[src/rtl/pidvdt_pkg.sv]
// pidvdt_pkg: shared widths, constants and payload types for the variable-interval pid block
// used by pid_controller_variable_dt, pid_step_checker and tb_top; no dependencies

package pidvdt_pkg;

	localparam int DATA_W    = 32;
	localparam int TS_W      = 48;
	localparam int LIMIT_W   = 47;
	localparam int ERR_W     = DATA_W + 1;
	localparam int DIFF_W    = ERR_W + 1;
	localparam int ACC_W     = 48;
	localparam int CFG_IDX_W = 3;
	localparam int FRAC_W    = 16;

	// digit-serial multiplier: 4-bit digits of a 36-bit multiplier against a 48-bit multiplicand
	localparam int DIGIT_W    = 4;
	localparam int MPL_W      = 36;
	localparam int MCAND_W    = 48;
	localparam int PART_W     = MCAND_W + DIGIT_W;
	localparam int PROD_W     = MPL_W + MCAND_W;
	localparam int MUL_DIGITS = MPL_W / DIGIT_W;
	localparam int MUL_DONE   = MUL_DIGITS + 1;

	// bit-serial restoring divider
	localparam int QUO_W     = 49;
	localparam int DIV_STEPS = QUO_W;
	localparam int CNT_W     = 6;

	localparam int PVAL_W = 49;
	localparam int IMAG_W = 61;
	localparam int SUM_W  = 62;
	localparam int ACCX_W = 50;

	localparam logic [QUO_W-1:0]  INC_SAT  = QUO_W'(1) << 48;
	localparam logic [IMAG_W-1:0] TERM_SAT = IMAG_W'(1) << 60;

	localparam logic CMD_STEP  = 1'b0;
	localparam logic CMD_CLEAR = 1'b1;

	localparam logic [CFG_IDX_W-1:0] CFG_PROP_GAIN   = 3'd0;
	localparam logic [CFG_IDX_W-1:0] CFG_INTEG_GAIN  = 3'd1;
	localparam logic [CFG_IDX_W-1:0] CFG_DERIV_GAIN  = 3'd2;
	localparam logic [CFG_IDX_W-1:0] CFG_INTEG_LIMIT = 3'd3;
	localparam logic [CFG_IDX_W-1:0] CFG_OUT_LOW     = 3'd4;
	localparam logic [CFG_IDX_W-1:0] CFG_OUT_HIGH    = 3'd5;

	localparam logic [DATA_W-1:0]  RST_PROP_GAIN   = 32'h0000_8000;
	localparam logic [DATA_W-1:0]  RST_INTEG_GAIN  = 32'h0000_0000;
	localparam logic [DATA_W-1:0]  RST_DERIV_GAIN  = 32'h0000_199A;
	localparam logic [LIMIT_W-1:0] RST_INTEG_LIMIT = 47'h0000_0001_0000;
	localparam logic [DATA_W-1:0]  RST_OUT_LOW     = 32'hFFFF_0000;
	localparam logic [DATA_W-1:0]  RST_OUT_HIGH    = 32'h0001_0000;

	typedef enum logic [1:0] {
		KIND_FULL  = 2'd0,
		KIND_FIRST = 2'd1,
		KIND_STALE = 2'd2
	} kind_t;

	typedef struct packed {
		logic                     command;
		logic signed [DATA_W-1:0] target;
		logic signed [DATA_W-1:0] measured;
		logic [TS_W-1:0]          timestamp;
	} step_t;

	typedef struct packed {
		logic signed [DATA_W-1:0] drive;
		kind_t                    kind;
	} result_t;

endpackage

[src/rtl/pid_controller_variable_dt.sv]
// pid_controller_variable_dt: fixed-point pid with integral clamp and variable sample interval
// depends on pidvdt_pkg
//
// usage:
//   step channel (step_valid/step_ready/step) takes one request at a time: a control step or
//   a clear. a clear resets integral, last error, last time and the sample flag, no result.
//   result channel (result_valid/result_ready/result) returns one item per control step.
//   cfg channel (cfg_valid/cfg_ready/cfg_index/cfg_data) is always ready; write while idle.
// sequence:
//   full pid step: four products on one shared 48x4 digit multiplier (proportional, integral
//   increment, integral, derivative), then a 1-bit-per-cycle restoring divide of the
//   derivative product by the sample interval.
//   first-sample and non-advancing steps: proportional product only.
//   clear: taken in the idle state, no computation.
// reset clears state, loads the default gains and bounds and leaves the result channel empty.
// a stalled receiver holds the result register; the next request is taken meanwhile and its
// result waits in the final state until the register frees up.

module pid_controller_variable_dt (
	input  logic                                  clk,
	input  logic                                  arst_n,
	input  logic                                  step_valid,
	output logic                                  step_ready,
	input  pidvdt_pkg::step_t                     step,
	output logic                                  result_valid,
	input  logic                                  result_ready,
	output pidvdt_pkg::result_t                   result,
	input  logic                                  cfg_valid,
	output logic                                  cfg_ready,
	input  logic [pidvdt_pkg::CFG_IDX_W-1:0]      cfg_index,
	input  logic [pidvdt_pkg::LIMIT_W-1:0]        cfg_data
);
	import pidvdt_pkg::*;

	typedef enum logic [6:0] {
		S_IDLE = 7'b0000001,
		S_MP   = 7'b0000010,
		S_MINC = 7'b0000100,
		S_MI   = 7'b0001000,
		S_MD   = 7'b0010000,
		S_DIV  = 7'b0100000,
		S_OUT  = 7'b1000000
	} state_t;

	state_t state_q;
	logic [CNT_W-1:0] cnt_q;
	kind_t kind_q;
	logic result_valid_q;
	result_t result_q;

	logic [DATA_W-1:0]  prop_gain_q, integ_gain_q, deriv_gain_q, out_low_q, out_high_q;
	logic [LIMIT_W-1:0] integ_limit_q;

	logic [ACC_W-1:0] integ_acc_q;
	logic [ERR_W-1:0] prev_error_q;
	logic [TS_W-1:0]  prev_time_q;
	logic             have_prev_q;

	logic [ERR_W-1:0]  err_q;
	logic [DIFF_W-1:0] diff_q;
	logic [TS_W-1:0]   dt_q;

	logic [PROD_W-1:0]  prod_q;
	logic [MPL_W-1:0]   mpl_q;
	logic [MCAND_W-1:0] mc_q;
	logic               mul_neg_q;
	logic [QUO_W-1:0]   quo_q;
	logic [TS_W-1:0]    rem_q;
	logic [SUM_W-1:0]   sum_q;

	logic [ERR_W-1:0]  err_w;
	logic [DIFF_W-1:0] diff_w;
	logic [TS_W:0]     dt_w;
	logic              advance_w;
	logic              accept_w, mul_busy, mul_fin, out_load;

	logic [DATA_W-1:0]  prop_mag, ig_mag, dg_mag;
	logic [ERR_W-1:0]   err_mag;
	logic [DIFF_W-1:0]  diff_mag;
	logic [LIMIT_W-1:0] acc_mag;
	logic [MPL_W-1:0]   ld_mpl;
	logic [MCAND_W-1:0] ld_mc;
	logic               ld_neg;

	logic [PART_W-1:0]  partial, step_sum;
	logic               round_w;
	logic [PROD_W-FRAC_W-1:0] mag_sh;
	logic [PVAL_W-1:0]  p_val;
	logic [QUO_W-1:0]   inc_mag;
	logic [ACCX_W-1:0]  inc_s, acc_w, lim_w, nlim_w, acc_c;
	logic [IMAG_W-1:0]  i_mag;
	logic [SUM_W-1:0]   i_val, dq_val;
	logic [TS_W:0]      shifted, dsub;
	logic               ge_w;
	logic [SUM_W-1:0]   hi_ext, lo_ext, hi_clip;
	logic [DATA_W-1:0]  drive_w;

	assign step_ready   = (state_q == S_IDLE);
	assign cfg_ready    = 1'b1;
	assign result_valid = result_valid_q;
	assign result       = result_q;

	assign accept_w = step_valid && step_ready;
	assign mul_busy = (state_q == S_MP) || (state_q == S_MINC) || (state_q == S_MI) ||
		(state_q == S_MD);
	assign mul_fin  = mul_busy && (cnt_q == CNT_W'(MUL_DONE));
	assign out_load = (state_q == S_OUT) && (!result_valid_q || result_ready);

	// request decode
	assign err_w = {step.target[DATA_W-1], step.target} -
		{step.measured[DATA_W-1], step.measured};
	assign diff_w = {err_w[ERR_W-1], err_w} - {prev_error_q[ERR_W-1], prev_error_q};
	assign dt_w = {1'b0, step.timestamp} - {1'b0, prev_time_q};
	assign advance_w = !dt_w[TS_W] && (dt_w[TS_W-1:0] != '0);

	// operand magnitudes
	assign prop_mag = prop_gain_q[DATA_W-1] ? (~prop_gain_q + 1'b1) : prop_gain_q;
	assign ig_mag   = integ_gain_q[DATA_W-1] ? (~integ_gain_q + 1'b1) : integ_gain_q;
	assign dg_mag   = deriv_gain_q[DATA_W-1] ? (~deriv_gain_q + 1'b1) : deriv_gain_q;
	assign err_mag  = err_q[ERR_W-1] ? (~err_q + 1'b1) : err_q;
	assign diff_mag = diff_q[DIFF_W-1] ? (~diff_q + 1'b1) : diff_q;
	assign acc_mag  = integ_acc_q[ACC_W-1] ? LIMIT_W'(~integ_acc_q + 1'b1) :
		integ_acc_q[LIMIT_W-1:0];

	always_comb begin
		ld_mpl = '0;
		ld_mc  = '0;
		ld_neg = 1'b0;
		unique case (state_q)
			S_MP: begin
				ld_mpl = MPL_W'(prop_mag);
				ld_mc  = MCAND_W'(err_mag);
				ld_neg = prop_gain_q[DATA_W-1] ^ err_q[ERR_W-1];
			end
			S_MINC: begin
				ld_mpl = MPL_W'(err_mag);
				ld_mc  = dt_q;
				ld_neg = err_q[ERR_W-1];
			end
			S_MI: begin
				ld_mpl = MPL_W'(ig_mag);
				ld_mc  = MCAND_W'(acc_mag);
				ld_neg = integ_gain_q[DATA_W-1] ^ integ_acc_q[ACC_W-1];
			end
			S_MD: begin
				ld_mpl = MPL_W'(dg_mag);
				ld_mc  = MCAND_W'(diff_mag);
				ld_neg = deriv_gain_q[DATA_W-1] ^ diff_q[DIFF_W-1];
			end
			default: begin
				ld_neg = 1'b0;
			end
		endcase
	end

	// one digit step of the multiplier
	assign partial  = mc_q * mpl_q[DIGIT_W-1:0];
	assign step_sum = PART_W'(prod_q[PROD_W-1:MPL_W]) + partial;

	// product post-processing: floor scaling, saturation, sign
	assign round_w = mul_neg_q && (prod_q[FRAC_W-1:0] != '0);
	assign mag_sh  = prod_q[PROD_W-1:FRAC_W] + (PROD_W-FRAC_W)'(round_w);
	assign p_val   = mul_neg_q ? (~mag_sh[PVAL_W-1:0] + 1'b1) : mag_sh[PVAL_W-1:0];

	assign inc_mag = (prod_q >= PROD_W'(INC_SAT)) ? INC_SAT : prod_q[QUO_W-1:0];
	assign inc_s   = mul_neg_q ? (~ACCX_W'(inc_mag) + 1'b1) : ACCX_W'(inc_mag);
	assign acc_w   = {{(ACCX_W-ACC_W){integ_acc_q[ACC_W-1]}}, integ_acc_q} + inc_s;
	assign lim_w   = ACCX_W'(integ_limit_q);
	assign nlim_w  = ~lim_w + 1'b1;

	always_comb begin
		priority if ($signed(acc_w) > $signed(lim_w)) begin
			acc_c = lim_w;
		end else if ($signed(acc_w) < $signed(nlim_w)) begin
			acc_c = nlim_w;
		end else begin
			acc_c = acc_w;
		end
	end

	assign i_mag  = (mag_sh > (PROD_W-FRAC_W)'(TERM_SAT)) ? TERM_SAT : mag_sh[IMAG_W-1:0];
	assign i_val  = mul_neg_q ? (~SUM_W'(i_mag) + 1'b1) : SUM_W'(i_mag);
	assign dq_val = mul_neg_q ? (~SUM_W'(quo_q) + 1'b1) : SUM_W'(quo_q);

	// one bit step of the divider
	assign shifted = {rem_q, quo_q[QUO_W-1]};
	assign ge_w    = shifted >= {1'b0, dt_q};
	assign dsub    = shifted - {1'b0, dt_q};

	// output clamp, upper bound first
	assign hi_ext  = {{(SUM_W-DATA_W){out_high_q[DATA_W-1]}}, out_high_q};
	assign lo_ext  = {{(SUM_W-DATA_W){out_low_q[DATA_W-1]}}, out_low_q};
	assign hi_clip = ($signed(sum_q) > $signed(hi_ext)) ? hi_ext : sum_q;
	assign drive_w = ($signed(hi_clip) < $signed(lo_ext)) ? out_low_q : hi_clip[DATA_W-1:0];

	always_ff @(posedge clk or negedge arst_n) begin
		if (!arst_n) begin
			state_q        <= S_IDLE;
			cnt_q          <= '0;
			kind_q         <= KIND_FULL;
			result_valid_q <= 1'b0;
			prop_gain_q    <= RST_PROP_GAIN;
			integ_gain_q   <= RST_INTEG_GAIN;
			deriv_gain_q   <= RST_DERIV_GAIN;
			integ_limit_q  <= RST_INTEG_LIMIT;
			out_low_q      <= RST_OUT_LOW;
			out_high_q     <= RST_OUT_HIGH;
			integ_acc_q    <= '0;
			prev_error_q   <= '0;
			prev_time_q    <= '0;
			have_prev_q    <= 1'b0;
		end else begin
			if (cfg_valid) begin
				unique case (cfg_index)
					CFG_PROP_GAIN:   prop_gain_q   <= cfg_data[DATA_W-1:0];
					CFG_INTEG_GAIN:  integ_gain_q  <= cfg_data[DATA_W-1:0];
					CFG_DERIV_GAIN:  deriv_gain_q  <= cfg_data[DATA_W-1:0];
					CFG_INTEG_LIMIT: integ_limit_q <= cfg_data;
					CFG_OUT_LOW:     out_low_q     <= cfg_data[DATA_W-1:0];
					CFG_OUT_HIGH:    out_high_q    <= cfg_data[DATA_W-1:0];
					default: begin
					end
				endcase
			end

			if (result_valid_q && result_ready && !out_load) begin
				result_valid_q <= 1'b0;
			end

			unique case (state_q)
				S_IDLE: begin
					if (step_valid) begin
						if (step.command == CMD_CLEAR) begin
							integ_acc_q  <= '0;
							prev_error_q <= '0;
							prev_time_q  <= '0;
							have_prev_q  <= 1'b0;
						end else begin
							priority if (!have_prev_q) begin
								kind_q <= KIND_FIRST;
							end else if (!advance_w) begin
								kind_q <= KIND_STALE;
							end else begin
								kind_q <= KIND_FULL;
							end
							if (!have_prev_q || advance_w) begin
								prev_error_q <= err_w;
								prev_time_q  <= step.timestamp;
								have_prev_q  <= 1'b1;
							end
							cnt_q   <= '0;
							state_q <= S_MP;
						end
					end
				end
				S_MP, S_MINC, S_MI, S_MD: begin
					if (mul_fin) begin
						cnt_q <= '0;
						unique case (state_q)
							S_MP:    state_q <= (kind_q == KIND_FULL) ? S_MINC : S_OUT;
							S_MINC: begin
								integ_acc_q <= acc_c[ACC_W-1:0];
								state_q     <= S_MI;
							end
							S_MI:    state_q <= S_MD;
							default: state_q <= S_DIV;
						endcase
					end else begin
						cnt_q <= cnt_q + 1'b1;
					end
				end
				S_DIV: begin
					if (cnt_q == CNT_W'(DIV_STEPS)) begin
						cnt_q   <= '0;
						state_q <= S_OUT;
					end else begin
						cnt_q <= cnt_q + 1'b1;
					end
				end
				S_OUT: begin
					if (out_load) begin
						result_valid_q <= 1'b1;
						state_q        <= S_IDLE;
					end
				end
				default: begin
					state_q <= S_IDLE;
				end
			endcase
		end
	end

	always_ff @(posedge clk) begin
		if (accept_w && step.command == CMD_STEP) begin
			err_q  <= err_w;
			diff_q <= diff_w;
			dt_q   <= dt_w[TS_W-1:0];
		end

		if (mul_busy) begin
			if (cnt_q == '0) begin
				prod_q    <= '0;
				mpl_q     <= ld_mpl;
				mc_q      <= ld_mc;
				mul_neg_q <= ld_neg;
			end else if (cnt_q <= CNT_W'(MUL_DIGITS)) begin
				prod_q <= {step_sum, prod_q[MPL_W-1:DIGIT_W]};
				mpl_q  <= mpl_q >> DIGIT_W;
			end
		end

		if (mul_fin) begin
			unique case (state_q)
				S_MP:   sum_q <= {{(SUM_W-PVAL_W){p_val[PVAL_W-1]}}, p_val};
				S_MI:   sum_q <= sum_q + i_val;
				S_MD: begin
					quo_q <= mag_sh[QUO_W-1:0];
					rem_q <= '0;
				end
				default: begin
				end
			endcase
		end

		if (state_q == S_DIV) begin
			if (cnt_q == CNT_W'(DIV_STEPS)) begin
				sum_q <= sum_q + dq_val;
			end else begin
				rem_q <= ge_w ? dsub[TS_W-1:0] : shifted[TS_W-1:0];
				quo_q <= {quo_q[QUO_W-2:0], ge_w};
			end
		end

		if (out_load) begin
			result_q.drive <= drive_w;
			result_q.kind  <= kind_q;
		end
	end

	a_result_from_out: assert property (@(posedge clk) disable iff (!arst_n)
		$rose(result_valid_q) |-> $past(state_q == S_OUT))
		else $error("result raised outside the output state");

	a_mul_count: assert property (@(posedge clk) disable iff (!arst_n)
		mul_busy |-> cnt_q <= CNT_W'(MUL_DONE))
		else $error("multiplier digit count overrun");

	a_clear_state: assert property (@(posedge clk) disable iff (!arst_n)
		accept_w && step.command == CMD_CLEAR |=> !have_prev_q && integ_acc_q == '0)
		else $error("clear request left controller state");

	a_stall_holds: assert property (@(posedge clk) disable iff (!arst_n)
		state_q == S_OUT && result_valid_q && !result_ready |=> state_q == S_OUT)
		else $error("pending result overwritten under stall");

endmodule

[config.mk]
export PLATFORM = sky130hd
export DESIGN_NAME = pid_controller_variable_dt
export DESIGN_NICKNAME = d
export VERILOG_FILES = /design/src/rtl/pidvdt_pkg.sv /design/src/rtl/pid_controller_variable_dt.sv
export SDC_FILE = /design/constraint.sdc
export NUM_CORES = 2
export LEC_CHECK = 0
export CORE_ASPECT_RATIO = 1.2
export CORE_UTILIZATION = 55
export CTS_CLUSTER_SIZE = 10
export DETAILED_ROUTE_END_ITERATION = 10
export DONT_BUFFER_PORTS = 1
export HOLD_SLACK_MARGIN = 0.12
export PLACE_DENSITY = 0.7
export SETUP_SLACK_MARGIN = 0.02
export SLEW_MARGIN = 20
export SYNTH_ARGS = -nofsm -noshare
export SYNTH_HDL_FRONTEND = slang
export SYNTH_SLANG_ARGS = --single-unit
[constraint.sdc]
create_clock -name clk -period 11.05 [get_ports clk]
set_input_delay 0.5525 -clock clk [delete_from_list [all_inputs] [get_ports clk]]
set_output_delay 0.5525 -clock clk [all_outputs]
set_load 0.01 [all_outputs]
==> impl_results.md <==
- Netlist cell types: 104
- Largest stage delay on the critical path: 0.72 ns
- Drt first-iter violations: 7161
- Worst vdd ir: between 200 and 300 uV
- Core Region: between 0.1 and 0.15 mm^2
- CP Capture Type: flip-flop
- Ports: between 200 and 250
- Post-route clock skew: 0.07338 ns
- Final setup violation count: 0
- Hold Fails Final Rpt: 0
- Post-CTS Hold Fix Bufs: between 90 and 100
- Die X: 347.2 um
- Dpl hpwl: between 200000 and 250000 um
- Die area: 0.1445 mm^2
- Synthesized area per cell: 8.369 um^2
- Maximum capacitance violations: 0
- Hold Startpoint: step[29]
- Die height: roughly 420 um
- Flops & latches, synth: between 800 and 900
- Hold path depth: 3
- RSZ-0062 raised after global routing: false
- FF-to-FF path depth: 35
- Number of synthesized flops with an enable pin: 315
- Global-route wire length before repair: about 430000 um
- Buffers plus inverters on the worst setup path: 3
- Reg-to-reg critical path startpoint: prod_q[2]
- Critical R2R Capture: sum_q[57]
- # rows: 151
- Crit share post-route: 0.9492
- Clk slew on worst S/H paths: 0.06 ns
- Layout cells sized above 1: 0.06840
- Post-Route WL: 284800 um
- Vias in the first global route: approximately 70k
- PortBufs: 0
- Vias per std cell: 6.563
- Total GRT Usage: 0.3851
- Nets: 10.20k
- Gr busiest metal: met2
- Starting Density: 0.5558
- Met1 Use GR: 0.4800
- Pre-antenna DRT Iters: 8
- GPL Wtd Cong: around 1
- Delay-heaviest family, CP: compound AO/OA/AOI/OAI gates
- Pleak: 36.73 nW
- Fillers: 12.72k
- Max Slew Vio Count: 0
- Crit path max-delay cell type: or4b_1
- Clk root buf: clkbuf_16
- Setup TNS: 0 ns
- Post-cts sizing count: 0
- Register area: around 0.022 mm^2
- Area Overhead vs Synth: 7.594%
- P per Cell Area: 264.3 mW/mm^2
- Vias: about 73k
- Slew HR: 0.1206
- CP Max Fanout: 13
- Post-Syn Nets: 10.36k
- Worst-Margin Slew: 1.310 ns
- Worst-Skew Late Latency: roughly 0.79 ns
- Register area share after synthesis: 0.2735
- Area of the multi-input gates: about 0.053 mm^2
- Routed Antenna Nets: 0
- Grt met3 use: 0.06078
- Commonest register cell after synthesis: dfrtp_1
- Crit path required time: 11.68 ns
- Clk sink count: 827
- Levels on crit path: 35
- R2R Setup Slk: 0.56 ns
- Fmax achieved: between 90 and 100 MHz
- GRT overflow: 0
- HP Class: input port to flip-flop
- Initial antenna violation count: 21
- Largest net degree at the start of global routing: between 300 and 400
- YS warnings: 0
- Cts bufs inserted: 100
- Status: finished clean
- Cells after Synth: 9398
- H-tree depth: 3
- Kind of critical path: flip-flop to flip-flop
- Residual DRC: 0
- Cell Area, Synth: 0.07865 mm^2
- Setup repair bufs after CTS: 0
- Wire per inst: about 25 um
- CTS tree: yes
- Critical Path AT: around 11 ns
- Clock Tree Buf Depth: 3
- Period minus WS final: ~10 ns
- Placed cell area: roughly 0.08 mm^2
- Setup crit start kind: flip-flop
- Worst hold endpoint: prev_time_q[29]
- Final instance area: 0.08463 mm^2
- Ys async rst share: 0.4268
- Met2 usage: 0.6275
==> sequential cells by signal (all words and copies together), names as in the netlist, 47 cells and up <==
name,flops
prev_time_q,48
prod_q,84
rem_q,48
quo_q,49
integ_acc_q,48
mc_q,48
sum_q,62
dt_q,48
integ_limit_q,47
==> synthesized netlist by cell type, types with 185 or more instances <==
master / instances / area (um^2)
nand2_1: 991 / 3720
nor2_1: 690 / 2590
ha_1: 644 / 8058
o21ai_0: 637 / 3188
a21oi_1: 580 / 2903
inv_1: 555 / 2083
xnor2_1: 423 / 3705
clkbuf_1: 418 / 1569
dfrtp_1: 326 / 8158
edfxtp_1: 315 / 9459
xor2_1: 311 / 2724
a21o_1: 289 / 2170
mux2_2: 210 / 2365
nand3_1: 205 / 1026
nor3_1: 185 / 925.9
==> worst max path at each step <==
stage	startpoint	to	slack, ns
2_1_floorplan	prod_q[2]	sum_q[57]	1.86
3_3_place_gp	prod_q[2]	sum_q[57]	0.81
3_5_place_dp	prod_q[2]	sum_q[57]	0.69
4_1_cts	prod_q[2]	sum_q[57]	0.66
5_1_grt	prod_q[2]	sum_q[57]	0.02
6_report	prod_q[2]	sum_q[57]	0.56
==> routing by layer <==
metal | vias up | part of all wire
li1 | 34057 | -
met5 | - | 0.00056
met2 | 3094 | 0.46
met1 | 35449 | 0.40
met3 | 733 | 0.073
met4 | 20 | 0.067
==> logic make-up after synthesis <==
group / share of synthesized area
fa+ha+maj: 0.1396
simple gates: 0.1821
other cells: 0.00004768
compound gates: 0.2325
flops: 0.2735
buf+inv: 0.05102
mux: 0.03910
xor+xnor: 0.08215
==> power by group <==
| part | switching [mW] | total, mW | internal, mW | leakage [nW] |
|---|---|---|---|---|
| logic | 8.31 | 13.7 | 5.43 | 26.6 |
| clock network | 1.46 | 3.29 | 1.83 | 1.51 |
| registers | 0.936 | 5.33 | 4.40 | 8.58 |
==> per-stage QoR <==
step	power, mW	cells	utilization	worst slack [ns]	hold slack, ns
2_1_floorplan	15.35	9398	-	1.862	0.2569
3_3_place_gp	18.44	10875	0.5671	0.8100	0.2642
3_5_place_dp	18.72	10876	0.5675	0.6925	0.2648
4_1_cts	22.18	11160	0.5970	0.6587	0.1201
5_1_grt	24.05	11167	0.5979	0.02418	0.1741
6_report	22.37	11177	0.5980	0.5615	0.1528
==> layout make-up <==
| type | instances | share of cell area |
|---|---|---|
| diodes | 13 | 0.0003844 |
| repair buffers | 225 | 0.02451 |
| flip-flops and latches | 827 | 0.2542 |
| multi-input cells | 7530 | 0.6313 |
| inverters | 557 | 0.02471 |
| clock inverters | 21 | 0.003962 |
| clock buffers | 168 | 0.03381 |
| well taps | 1836 | 0.02714 |
==> worst register-to-register path, delay by kind of cell (launching register included) <==
kind	cells	cell delay, ns
adder cells (fa/ha/maj)	4	1.29
AND/OR/NAND/NOR	11	3.66
buffers and inverters	3	0.61
XOR/XNOR	2	0.55
flip-flops	1	0.43
AO/OA/AOI/OAI	15	3.81
==> cells in the final DEF (no fill, tap or decap), drive strengths merged, types with 289 or more instances in the layout <==
master	synthesis	layout
nor2	690	690
a21oi	580	580
o21ai	647	647
inv	555	554
ha	644	644
a21o	289	289
edfxtp	315	315
nand2	991	991
dfrtp	326	326
xnor2	423	423
xor2	313	313
No activity file was read; power rests on OpenSTA's default activity.
